===== config.mk =====
export PLATFORM = sky130hd
export DESIGN_NAME = stepped_frequency_sweep_generator_unit_flat
export DESIGN_NICKNAME = d
export VERILOG_FILES = /design/src/rtl/sfsg_pkg.sv /design/src/rtl/sfsg_if.sv /design/src/rtl/sfsg_ctrl.sv /design/src/rtl/sfsg_dp.sv /design/src/rtl/stepped_frequency_sweep_generator_unit.sv /design/src/flat_wrapper.sv
export SDC_FILE = /design/constraint.sdc
export NUM_CORES = 1
export LEC_CHECK = 0
export ABC_CLOCK_PERIOD_IN_PS = 8300
export BUFFER_PORTS_ARGS = -buffer_cell sky130_fd_sc_hd__buf_2
export CAP_MARGIN = 5
export CORE_MARGIN = 2
export CORE_UTILIZATION = 55
export DETAILED_ROUTE_END_ITERATION = 10
export MAX_ROUTING_LAYER = met4
export PLACE_DENSITY = 0.8
export SLEW_MARGIN = 0
export SYNTH_ARGS = -nofsm -noshare
export SYNTH_HDL_FRONTEND = slang
export SYNTH_SLANG_ARGS = --single-unit

===== constraint.sdc =====
create_clock -name i_clk -period 8.3 [get_ports i_clk]
set_input_delay 0 -clock i_clk [delete_from_list [all_inputs] [get_ports i_clk]]
set_output_delay 0 -clock i_clk [all_outputs]
set_load 0.005 [all_outputs]

===== src/rtl/sfsg_pkg.sv =====
`timescale 1ns / 1ps

package sfsg_pkg;

    // Frequency limits in kHz
    localparam int unsigned FreqMinLo = 20;
    localparam int unsigned FreqMaxLo = 30;
    localparam int unsigned FreqHi    = 999;

    // Half-period divisor scale: clock_hz / (khz * HalfScale)
    localparam int unsigned HalfScale = 2000;

    // Field widths
    localparam int unsigned ClkW    = 29;
    localparam int unsigned TallyW  = 8;
    localparam int unsigned TickW   = 32;
    localparam int unsigned KhzW    = 10;
    localparam int unsigned ReqW    = 16;
    localparam int unsigned SampleW = 16;
    localparam int unsigned HalfW   = 14;
    localparam int unsigned DivisW  = 21;
    localparam int unsigned RemW    = DivisW + 1;

    // Divider runs one quotient bit per dividend bit
    localparam int unsigned DivSteps = ClkW;
    localparam int unsigned DivCntW  = $clog2(DivSteps);

    // Configuration register indexes
    localparam int unsigned CfgIdxW = 2;
    typedef enum logic [CfgIdxW-1:0] {
        CFG_CLOCK_HZ         = 2'd0,
        CFG_TOGGLES_PER_STEP = 2'd1,
        CFG_PAUSE_TICKS      = 2'd2
    } t_cfg_idx;

    // Register reset values
    localparam logic [ClkW-1:0]   ClockHzRst  = ClkW'(240000000);
    localparam logic [TallyW-1:0] TogglesRst  = TallyW'(20);
    localparam logic [TickW-1:0]  PauseRst    = TickW'(24000000);

    // Controller to datapath
    typedef struct packed {
        logic accept_en;   // item may be taken
        logic mul_load;    // form divisor from current frequency
        logic div_step;    // one divider iteration
        logic div_last;    // final iteration, write half-period
    } t_ctrl_cmd;

    // Datapath to controller
    typedef struct packed {
        logic item_taken;  // item accepted this cycle
        logic need_div;    // accepted item needs a new half-period
    } t_ctrl_sts;

endpackage


===== src/rtl/sfsg_if.sv =====
`timescale 1ns / 1ps

// Input item channel
interface sfsg_in_if;
    logic                        valid;
    logic                        ready;
    logic                        kind;
    logic [sfsg_pkg::ReqW-1:0]    min_khz;
    logic [sfsg_pkg::ReqW-1:0]    max_khz;
    logic                        burst_active;
    logic [sfsg_pkg::SampleW-1:0] current_sample;

    modport source (output valid, kind, min_khz, max_khz, burst_active, current_sample,
                    input ready);
    modport sink   (input valid, kind, min_khz, max_khz, burst_active, current_sample,
                    output ready);
endinterface

// Result item channel
interface sfsg_out_if;
    logic                        valid;
    logic                        ready;
    logic                        gate_level;
    logic                        gate_enable;
    logic                        sweep_running;
    logic                        report_valid;
    logic [sfsg_pkg::KhzW-1:0]    report_khz;
    logic [sfsg_pkg::SampleW-1:0] report_current;
    logic                        sweep_done;

    modport source (output valid, gate_level, gate_enable, sweep_running, report_valid,
                    report_khz, report_current, sweep_done, input ready);
    modport sink   (input valid, gate_level, gate_enable, sweep_running, report_valid,
                    report_khz, report_current, sweep_done, output ready);
endinterface

// Configuration write channel
interface sfsg_cfg_if;
    logic                         valid;
    logic                         ready;
    logic [sfsg_pkg::CfgIdxW-1:0] index;
    logic [sfsg_pkg::TickW-1:0]   data;

    modport source (output valid, index, data, input ready);
    modport sink   (input valid, index, data, output ready);
endinterface


===== src/rtl/sfsg_ctrl.sv =====
`timescale 1ns / 1ps

module sfsg_ctrl (
    input  logic                  i_clk,
    input  logic                  i_rst_n,
    input  sfsg_pkg::t_ctrl_sts   i_sts,
    output sfsg_pkg::t_ctrl_cmd   o_cmd
);

    typedef enum logic [2:0] {
        ST_READY = 3'b001,
        ST_MUL   = 3'b010,
        ST_DIV   = 3'b100
    } t_state;

    t_state                        r_state, n_state;
    logic [sfsg_pkg::DivCntW-1:0]  r_cnt, n_cnt;

    // Next state and commands
    always_comb begin
        n_state = r_state;
        n_cnt   = r_cnt;
        o_cmd   = '0;
        case (r_state)
            ST_READY: begin
                o_cmd.accept_en = 1'b1;
                if (i_sts.item_taken && i_sts.need_div) begin
                    n_state = ST_MUL;
                end
            end
            ST_MUL: begin
                o_cmd.mul_load = 1'b1;
                n_cnt          = '0;
                n_state        = ST_DIV;
            end
            ST_DIV: begin
                o_cmd.div_step = 1'b1;
                n_cnt          = r_cnt + 1'b1;
                if (r_cnt == sfsg_pkg::DivCntW'(sfsg_pkg::DivSteps - 1)) begin
                    o_cmd.div_last = 1'b1;
                    n_state        = ST_READY;
                end
            end
            default: begin
                n_state = ST_READY;
            end
        endcase
    end

    always_ff @(posedge i_clk) begin
        if (!i_rst_n) begin
            r_state <= ST_READY;
            r_cnt   <= '0;
        end else begin
            r_state <= n_state;
            r_cnt   <= n_cnt;
        end
    end

endmodule


===== src/rtl/sfsg_dp.sv =====
`timescale 1ns / 1ps

module sfsg_dp (
    input  logic                  i_clk,
    input  logic                  i_rst_n,
    input  sfsg_pkg::t_ctrl_cmd   i_cmd,
    output sfsg_pkg::t_ctrl_sts   o_sts,
    sfsg_in_if.sink               i_in,
    sfsg_out_if.source            o_out,
    sfsg_cfg_if.sink              i_cfg
);

    // Clamp a requested frequency into lo..FreqHi
    function automatic logic [sfsg_pkg::KhzW-1:0] clamp_khz(
        input logic [sfsg_pkg::ReqW-1:0] v,
        input logic [sfsg_pkg::ReqW-1:0] lo
    );
        logic [sfsg_pkg::ReqW-1:0] t;
        t = v;
        if (v < lo) begin
            t = lo;
        end else if (v > sfsg_pkg::ReqW'(sfsg_pkg::FreqHi)) begin
            t = sfsg_pkg::ReqW'(sfsg_pkg::FreqHi);
        end
        return t[sfsg_pkg::KhzW-1:0];
    endfunction

    // Configuration
    logic [sfsg_pkg::ClkW-1:0]   r_clock_hz;
    logic [sfsg_pkg::TallyW-1:0] r_tps;
    logic [sfsg_pkg::TickW-1:0]  r_pause_ticks;

    // Sweep state
    logic                        r_active, n_active;
    logic                        r_level, n_level;
    logic                        r_drive_on, n_drive_on;
    logic [sfsg_pkg::KhzW-1:0]   r_freq_now, n_freq_now;
    logic [sfsg_pkg::KhzW-1:0]   r_freq_last, n_freq_last;
    logic [sfsg_pkg::TallyW-1:0] r_tally, n_tally;
    logic [sfsg_pkg::TickW-1:0]  r_elapsed, n_elapsed;
    logic [sfsg_pkg::HalfW-1:0]  r_half;
    logic [sfsg_pkg::TickW-1:0]  r_pause_left, n_pause_left;

    // Divider
    logic [sfsg_pkg::DivisW-1:0] r_divisor;
    logic [sfsg_pkg::ClkW-1:0]   r_dividend;
    logic [sfsg_pkg::RemW-1:0]   r_rem, n_rem, rem_shift;
    logic [sfsg_pkg::HalfW-1:0]  r_quot, n_quot;
    logic                        q_bit;

    // Result
    logic                        r_out_valid;
    logic                        r_rep_valid, n_rep_valid;
    logic [sfsg_pkg::KhzW-1:0]   r_rep_khz, n_rep_khz;
    logic [sfsg_pkg::SampleW-1:0] r_rep_cur, n_rep_cur;
    logic                        r_done, n_done;

    logic                        take;
    logic                        need_div;

    // Handshakes
    assign i_in.ready  = i_cmd.accept_en && (!r_out_valid || o_out.ready);
    assign take        = i_in.valid && i_in.ready;
    assign i_cfg.ready = 1'b1;

    assign o_sts.item_taken = take;
    assign o_sts.need_div   = need_div;

    // Effect of one item on the sweep state
    always_comb begin
        n_active     = r_active;
        n_level      = r_level;
        n_drive_on   = r_drive_on;
        n_freq_now   = r_freq_now;
        n_freq_last  = r_freq_last;
        n_tally      = r_tally;
        n_elapsed    = r_elapsed;
        n_pause_left = r_pause_left;
        n_rep_valid  = 1'b0;
        n_rep_khz    = '0;
        n_rep_cur    = '0;
        n_done       = 1'b0;
        need_div     = 1'b0;
        if (i_in.kind) begin
            // start request
            if (!r_active && !i_in.burst_active) begin
                n_freq_now   = clamp_khz(i_in.min_khz, sfsg_pkg::ReqW'(sfsg_pkg::FreqMinLo));
                n_freq_last  = clamp_khz(i_in.max_khz, sfsg_pkg::ReqW'(sfsg_pkg::FreqMaxLo));
                n_tally      = '0;
                n_elapsed    = '0;
                n_pause_left = '0;
                n_drive_on   = 1'b1;
                n_active     = 1'b1;
                need_div     = 1'b1;
            end
        end else if (r_active) begin
            if (r_pause_left != '0) begin
                // pause countdown
                n_pause_left = r_pause_left - 1'b1;
                if (n_pause_left == '0) begin
                    n_level   = ~r_level;
                    n_elapsed = '0;
                    n_tally   = r_tally + 1'b1;
                end
            end else begin
                // half-period timing, saturating count
                if (r_elapsed != '1) begin
                    n_elapsed = r_elapsed + 1'b1;
                end
                if (n_elapsed >= sfsg_pkg::TickW'(r_half)) begin
                    if (r_tally >= r_tps) begin
                        n_rep_valid = 1'b1;
                        n_rep_khz   = r_freq_now;
                        n_rep_cur   = i_in.current_sample;
                        n_freq_now  = r_freq_now + 1'b1;
                        n_tally     = '0;
                        if (n_freq_now > r_freq_last) begin
                            n_active   = 1'b0;
                            n_drive_on = 1'b0;
                            n_done     = 1'b1;
                        end else begin
                            need_div = 1'b1;
                            if (r_pause_ticks == '0) begin
                                n_level   = ~r_level;
                                n_elapsed = '0;
                                n_tally   = sfsg_pkg::TallyW'(1);
                            end else begin
                                n_pause_left = r_pause_ticks;
                            end
                        end
                    end else begin
                        n_level   = ~r_level;
                        n_elapsed = '0;
                        n_tally   = r_tally + 1'b1;
                    end
                end
            end
        end
    end

    // Restoring divider iteration
    always_comb begin
        rem_shift = {r_rem[sfsg_pkg::RemW-2:0], r_dividend[sfsg_pkg::ClkW-1]};
        q_bit     = (rem_shift >= {1'b0, r_divisor});
        n_rem     = q_bit ? (rem_shift - {1'b0, r_divisor}) : rem_shift;
        n_quot    = {r_quot[sfsg_pkg::HalfW-2:0], q_bit};
    end

    // Configuration registers
    always_ff @(posedge i_clk) begin
        if (!i_rst_n) begin
            r_clock_hz    <= sfsg_pkg::ClockHzRst;
            r_tps         <= sfsg_pkg::TogglesRst;
            r_pause_ticks <= sfsg_pkg::PauseRst;
        end else if (i_cfg.valid) begin
            case (i_cfg.index)
                sfsg_pkg::CFG_CLOCK_HZ:         r_clock_hz    <= i_cfg.data[sfsg_pkg::ClkW-1:0];
                sfsg_pkg::CFG_TOGGLES_PER_STEP: r_tps         <= i_cfg.data[sfsg_pkg::TallyW-1:0];
                sfsg_pkg::CFG_PAUSE_TICKS:      r_pause_ticks <= i_cfg.data;
                default: begin
                end
            endcase
        end
    end

    // Sweep state registers
    always_ff @(posedge i_clk) begin
        if (!i_rst_n) begin
            r_active     <= 1'b0;
            r_level      <= 1'b0;
            r_drive_on   <= 1'b0;
            r_freq_now   <= '0;
            r_freq_last  <= '0;
            r_tally      <= '0;
            r_elapsed    <= '0;
            r_half       <= '0;
            r_pause_left <= '0;
        end else begin
            if (take) begin
                r_active     <= n_active;
                r_level      <= n_level;
                r_drive_on   <= n_drive_on;
                r_freq_now   <= n_freq_now;
                r_freq_last  <= n_freq_last;
                r_tally      <= n_tally;
                r_elapsed    <= n_elapsed;
                r_pause_left <= n_pause_left;
            end
            if (i_cmd.div_last) begin
                r_half <= n_quot;
            end
        end
    end

    // Divider registers
    always_ff @(posedge i_clk) begin
        if (i_cmd.mul_load) begin
            r_divisor  <= sfsg_pkg::DivisW'(r_freq_now * sfsg_pkg::DivisW'(sfsg_pkg::HalfScale));
            r_dividend <= r_clock_hz;
            r_rem      <= '0;
            r_quot     <= '0;
        end else if (i_cmd.div_step) begin
            r_dividend <= {r_dividend[sfsg_pkg::ClkW-2:0], 1'b0};
            r_rem      <= n_rem;
            r_quot     <= n_quot;
        end
    end

    // Output register
    always_ff @(posedge i_clk) begin
        if (!i_rst_n) begin
            r_out_valid <= 1'b0;
        end else if (take) begin
            r_out_valid <= 1'b1;
        end else if (o_out.ready) begin
            r_out_valid <= 1'b0;
        end
    end

    always_ff @(posedge i_clk) begin
        if (take) begin
            r_rep_valid <= n_rep_valid;
            r_rep_khz   <= n_rep_khz;
            r_rep_cur   <= n_rep_cur;
            r_done      <= n_done;
        end
    end

    assign o_out.valid          = r_out_valid;
    assign o_out.gate_level     = r_level;
    assign o_out.gate_enable    = r_drive_on;
    assign o_out.sweep_running  = r_active;
    assign o_out.report_valid   = r_rep_valid;
    assign o_out.report_khz     = r_rep_khz;
    assign o_out.report_current = r_rep_cur;
    assign o_out.sweep_done     = r_done;

endmodule


===== src/rtl/stepped_frequency_sweep_generator_unit.sv =====
`timescale 1ns / 1ps
// Every item's result is registered and offered in the cycle after the item is taken.
// Throughput: tick items and refused starts one per cycle while the result is not stalled;
// an accepted start or a frequency step holds off the next item while the divisor is formed
// and then for the 29 iterations of the shared bit-serial half-period divider.
// Reset (synchronous, active low): sweep idle, gate low, registers to defaults.

module stepped_frequency_sweep_generator_unit (
    input  logic        i_clk,
    input  logic        i_rst_n,
    sfsg_in_if.sink     i_in,
    sfsg_out_if.source  o_out,
    sfsg_cfg_if.sink    i_cfg
);

    sfsg_pkg::t_ctrl_cmd cmd;
    sfsg_pkg::t_ctrl_sts sts;

    sfsg_ctrl u_ctrl (
        .i_clk   (i_clk),
        .i_rst_n (i_rst_n),
        .i_sts   (sts),
        .o_cmd   (cmd)
    );

    sfsg_dp u_dp (
        .i_clk   (i_clk),
        .i_rst_n (i_rst_n),
        .i_cmd   (cmd),
        .o_sts   (sts),
        .i_in    (i_in),
        .o_out   (o_out),
        .i_cfg   (i_cfg)
    );

endmodule


===== src/flat_wrapper.sv =====
// flat-port wrapper written by rule: the top's interface ports become plain ports
module stepped_frequency_sweep_generator_unit_flat 
  (i_clk, i_rst_n, i_in_valid, i_in_kind, i_in_min_khz, i_in_max_khz, i_in_burst_active, i_in_current_sample, i_in_ready, o_out_valid, o_out_gate_level, o_out_gate_enable, o_out_sweep_running, o_out_report_valid, o_out_report_khz, o_out_report_current, o_out_sweep_done, o_out_ready, i_cfg_valid, i_cfg_index, i_cfg_data, i_cfg_ready);
  sfsg_in_if i_in_i ();
  sfsg_out_if o_out_i ();
  sfsg_cfg_if i_cfg_i ();
  input  logic i_clk;
  input  logic i_rst_n;
  input wire logic [$bits(i_in_i.valid)-1:0] i_in_valid;
  input wire logic [$bits(i_in_i.kind)-1:0] i_in_kind;
  input wire logic [$bits(i_in_i.min_khz)-1:0] i_in_min_khz;
  input wire logic [$bits(i_in_i.max_khz)-1:0] i_in_max_khz;
  input wire logic [$bits(i_in_i.burst_active)-1:0] i_in_burst_active;
  input wire logic [$bits(i_in_i.current_sample)-1:0] i_in_current_sample;
  output wire logic [$bits(i_in_i.ready)-1:0] i_in_ready;
  output wire logic [$bits(o_out_i.valid)-1:0] o_out_valid;
  output wire logic [$bits(o_out_i.gate_level)-1:0] o_out_gate_level;
  output wire logic [$bits(o_out_i.gate_enable)-1:0] o_out_gate_enable;
  output wire logic [$bits(o_out_i.sweep_running)-1:0] o_out_sweep_running;
  output wire logic [$bits(o_out_i.report_valid)-1:0] o_out_report_valid;
  output wire logic [$bits(o_out_i.report_khz)-1:0] o_out_report_khz;
  output wire logic [$bits(o_out_i.report_current)-1:0] o_out_report_current;
  output wire logic [$bits(o_out_i.sweep_done)-1:0] o_out_sweep_done;
  input wire logic [$bits(o_out_i.ready)-1:0] o_out_ready;
  input wire logic [$bits(i_cfg_i.valid)-1:0] i_cfg_valid;
  input wire logic [$bits(i_cfg_i.index)-1:0] i_cfg_index;
  input wire logic [$bits(i_cfg_i.data)-1:0] i_cfg_data;
  output wire logic [$bits(i_cfg_i.ready)-1:0] i_cfg_ready;
  assign i_in_i.valid = i_in_valid;
  assign i_in_i.kind = i_in_kind;
  assign i_in_i.min_khz = i_in_min_khz;
  assign i_in_i.max_khz = i_in_max_khz;
  assign i_in_i.burst_active = i_in_burst_active;
  assign i_in_i.current_sample = i_in_current_sample;
  assign i_in_ready = i_in_i.ready;
  assign o_out_valid = o_out_i.valid;
  assign o_out_gate_level = o_out_i.gate_level;
  assign o_out_gate_enable = o_out_i.gate_enable;
  assign o_out_sweep_running = o_out_i.sweep_running;
  assign o_out_report_valid = o_out_i.report_valid;
  assign o_out_report_khz = o_out_i.report_khz;
  assign o_out_report_current = o_out_i.report_current;
  assign o_out_sweep_done = o_out_i.sweep_done;
  assign o_out_i.ready = o_out_ready;
  assign i_cfg_i.valid = i_cfg_valid;
  assign i_cfg_i.index = i_cfg_index;
  assign i_cfg_i.data = i_cfg_data;
  assign i_cfg_ready = i_cfg_i.ready;
  stepped_frequency_sweep_generator_unit u_core (.i_clk(i_clk), .i_rst_n(i_rst_n), .i_in(i_in_i), .o_out(o_out_i), .i_cfg(i_cfg_i));
endmodule

==> impl_metrics.json <==
{
  "drt-met1-wl_um": 19760,
  "max-vdd-ir-drop_v": 0.0004312,
  "fp.dieArea_mm2": 0.03268,
  "cts_buffers": 31,
  "synth_seq_area_share_pct": 38.67,
  "post-route-drc-count": 0,
  "dr.pass1.iters": 5,
  "viasPerCell": 6.130,
  "wl_met2_um": 23090,
  "final_max_slew_viol_count": 0,
  "ys_ff_latch": 295,
  "clock-root-buffer": "clkbuf_16",
  "track_usage_pct": 29.72,
  "fin_tns_setup_ps": 0,
  "synth_fp_nets": 2171,
  "grt-ovfl-total": 0,
  "required_ps": 8760,
  "startpoint_type": "flip-flop",
  "endpoint_kind": "flip-flop",
  "synth_top_area_share_pct": 25.74,
  "setup_viol_count_final": 0,
  "grt_pass1_vias": 15040,
  "area_growth_pct": 15.60,
  "worst_slew_pin_slew_ps": 1251,
  "wl_um": 48360,
  "antenna_found_initial": 0,
  "avgSynthCellArea_um2": 8.792,
  "async_flop_share_pct": 0,
  "rows": 64,
  "max_slew_margin_pct": 16.51,
  "detailed_place_hpwl_um": 32690,
  "diodes": 0,
  "dr_total_vias": 15430,
  "hold_viol": 0,
  "finalWeightedCongestion": 0.9625,
  "synth-main-ff-cell": "dfxtp_1",
  "yosys-top-cells-area": "dfxtp_1, edfxtp_1, ha_1",
  "power_density_mw_per_mm2": 252.9,
  "io_buffers": 121,
  "fin_skew_ps": 36.82,
  "synth_cell_type_count": 91,
  "synth-edff-count": 74,
  "nFillCells": 2426,
  "fin_crit_sh_pct": 67.68,
  "cts.sinks": 295,
  "yosysTopAreaCell": "dfxtp_1",
  "critical_path.max_fanout": 35,
  "synth_cells": 1955,
  "ctsLongestPathBuffers": 3,
  "wl_met3_um": 3228,
  "htreeDepth": 1,
  "wl_per_cell_um": 19.21,
  "coreArea_mm2": 0.03067,
  "insertion_delay_ps": 600,
  "cts_setup_buffers": 0,
  "place_ws_ps": 2729,
  "drt_iter0_drc": 1484,
  "worstSetupPathType": "reg2reg",
  "final_util_pct": 64.78,
  "fmax_ghz": 0.1780,
  "path_clk_slew_ps": 70,
  "ios": 123,
  "rsz0062_at_grt": "no",
  "min_period_ps": 5618,
  "highest_layer": "met4",
  "cts_tree": "built",
  "max_cap_violations": 0,
  "die_y_um": 180.8,
  "nets": 2312,
  "grt_start_max_net_pins": 75,
  "total_leakage_power_nw": 8.170,
  "ant_nets": 0,
  "drive_gt1_share_pct": 13.06,
  "hold_class": "in2reg",
  "synth_area_mm2": 0.01719,
  "grt_pass1_wl_um": 77560,
  "setup_slack_ps": 2682,
  "yosys_warnings": 0,
  "start_util_pct": 56.04,
  "cp.arrival_ps": 6080,
  "status": "finished clean",
  "die-width_um": 180.8
}
==> metrics by stage <==
step | power, mW | hold WS [ps] | area, um2 | cells
after floorplan | 2.967 | 124.0 | 17190 | 1955
after global placement | 3.452 | 252.0 | 18020 | 2384
after detailed placement | 3.476 | 251.9 | 18020 | 2384
after CTS | 4.981 | 1.994 | 19860 | 2516
after global routing | 5.274 | 74.37 | 19870 | 2517
final | 5.026 | 17.07 | 19870 | 2517
==> flip-flops by register name, indices dropped and copies added, names as in the netlist, 3 cells and up <==
register / flops
u_core.u_ctrl.r_state: 3
u_core.u_dp.r_rem: 21
u_core.u_dp.r_half: 14
u_core.u_dp.r_pause_ticks: 32
u_core.u_dp.o_out.report_khz: 10
u_core.u_dp.r_freq_last: 10
u_core.u_dp.r_clock_hz: 29
u_core.u_dp.r_pause_left: 32
u_core.u_dp.r_tally: 8
u_core.u_dp.r_freq_now: 10
u_core.u_dp.r_quot: 13
u_core.u_dp.r_divisor: 17
u_core.u_dp.o_out.report_current: 16
u_core.u_dp.r_dividend: 29
u_core.u_ctrl.r_cnt: 5
u_core.u_dp.r_tps: 8
u_core.u_dp.r_elapsed: 32
==> Yosys cell counts, types with 7 or more instances <==
library cell,n
o211ai_1,21
edfxtp_1,74
o21ai_0,64
or3_1,14
clkbuf_1,84
nand4b_1,15
a211o_1,7
nand2b_1,11
a21o_1,17
a22o_1,7
a31oi_1,19
fa_1,31
or4_1,11
a211oi_1,16
or2_2,12
nor2b_1,8
nor3_1,46
nand3b_1,8
dfxtp_1,221
nor4_1,28
mux2_2,30
o41ai_1,13
xor2_1,20
nand2_1,320
ha_1,96
o22ai_1,13
nor2_1,110
and2_1,29
and3_1,13
inv_1,100
o21a_1,7
o31ai_1,16
mux2i_1,45
nand4_1,36
buf_1,7
nand3_1,71
buf_2,10
a21oi_1,129
xnor2_1,49
==> cell families after synthesis <==
| kind of cell | Yosys count | synth area share (%) |
|---|---|---|
| simple gates | 769 | 22.06 |
| buf+inv | 208 | 4.790 |
| mux | 75 | 4.586 |
| compound gates | 411 | 15.75 |
| flops | 295 | 38.67 |
| other cells | 1 | 0.02182 |
| xor+xnor | 69 | 3.516 |
| fa+ha+maj | 127 | 10.60 |
==> final cells by class <==
type | instances | area [um2] | area share (%)
Tap cell | 396 | 495.5 | 2.494
Multi-Input combinational cell | 1452 | 9747 | 49.06
Clock inverter | 19 | 212.7 | 1.071
Sequential cell | 295 | 6646 | 33.45
Inverter | 101 | 379.1 | 1.908
Timing Repair Buffer | 215 | 1500 | 7.550
Clock buffer | 39 | 888.4 | 4.471
==> cells in the final DEF (no fill, tap or decap), types with 20 or more instances in the layout <==
cell type	count
xor2_1	20
mux2_2	30
edfxtp_1	74
o21ai_0	64
o211ai_1	21
ha_1	96
mux2i_1	45
inv_1	100
fa_1	31
a21oi_1	129
nor3_1	44
nor4_1	28
and2_1	29
nand3_1	71
clkbuf_16	33
dfxtp_1	221
nand2_1	320
buf_2	121
dlygate4sd3_1	74
nand4_1	36
nor2_1	109
xnor2_1	49
==> worst paths after layout <==
check | startpoint | to | slack, ps | cells after the start
worst min register to register | u_core.u_dp.r_freq_last[6] | u_core.u_dp.r_freq_last[6] | 450 | 2
worst min-delay path | i_in_min_khz[7] | u_core.u_dp.r_freq_now[1] | 20 | 5
worst max-delay path | u_core.u_dp.r_elapsed[0] | u_core.u_dp.r_elapsed[31] | 2680 | 19
worst max register to register | u_core.u_dp.r_elapsed[0] | u_core.u_dp.r_elapsed[31] | 2680 | 19
==> routing by layer <==
layer	vias up	global-route usage [%]
li1	7304	-
met1	7259	36.95
met2	705	48.68
met3	160	3.669
met4	0	13.16
met5	-	-
==> power breakdown <==
group	internal, mW	total, mW	leakage, nW	switching (mW)
Clock	0.861	1.49	0.548	0.627
Combinational	0.622	1.85	5.14	1.23
Sequential	1.60	1.68	2.48	0.0835
==> critical path, stage by stage, from the launching register on <==
cell	delay [ps]
dfxtp_1	400
ha_1	240
nand3_1	120
nor3_1	620
nand3_1	510
nand2b_1	340
nor2_1	90
nand3_1	190
xnor2_1	150
ha_1	260
a21o_1	180
a21oi_1	120
o21ai_0	110
a21oi_1	210
o221ai_1	250
nor4_4	470
a21o_1	170
buf_4	360
nand3_2	330
o41ai_1	360
==> timing repair <==
item | CTS | global route
gates resized for setup | 0 | 0
endpoints found under the hold margin | 107 | 0
hold buffers | 74 | 0
(Power assumes the default switching activity.)
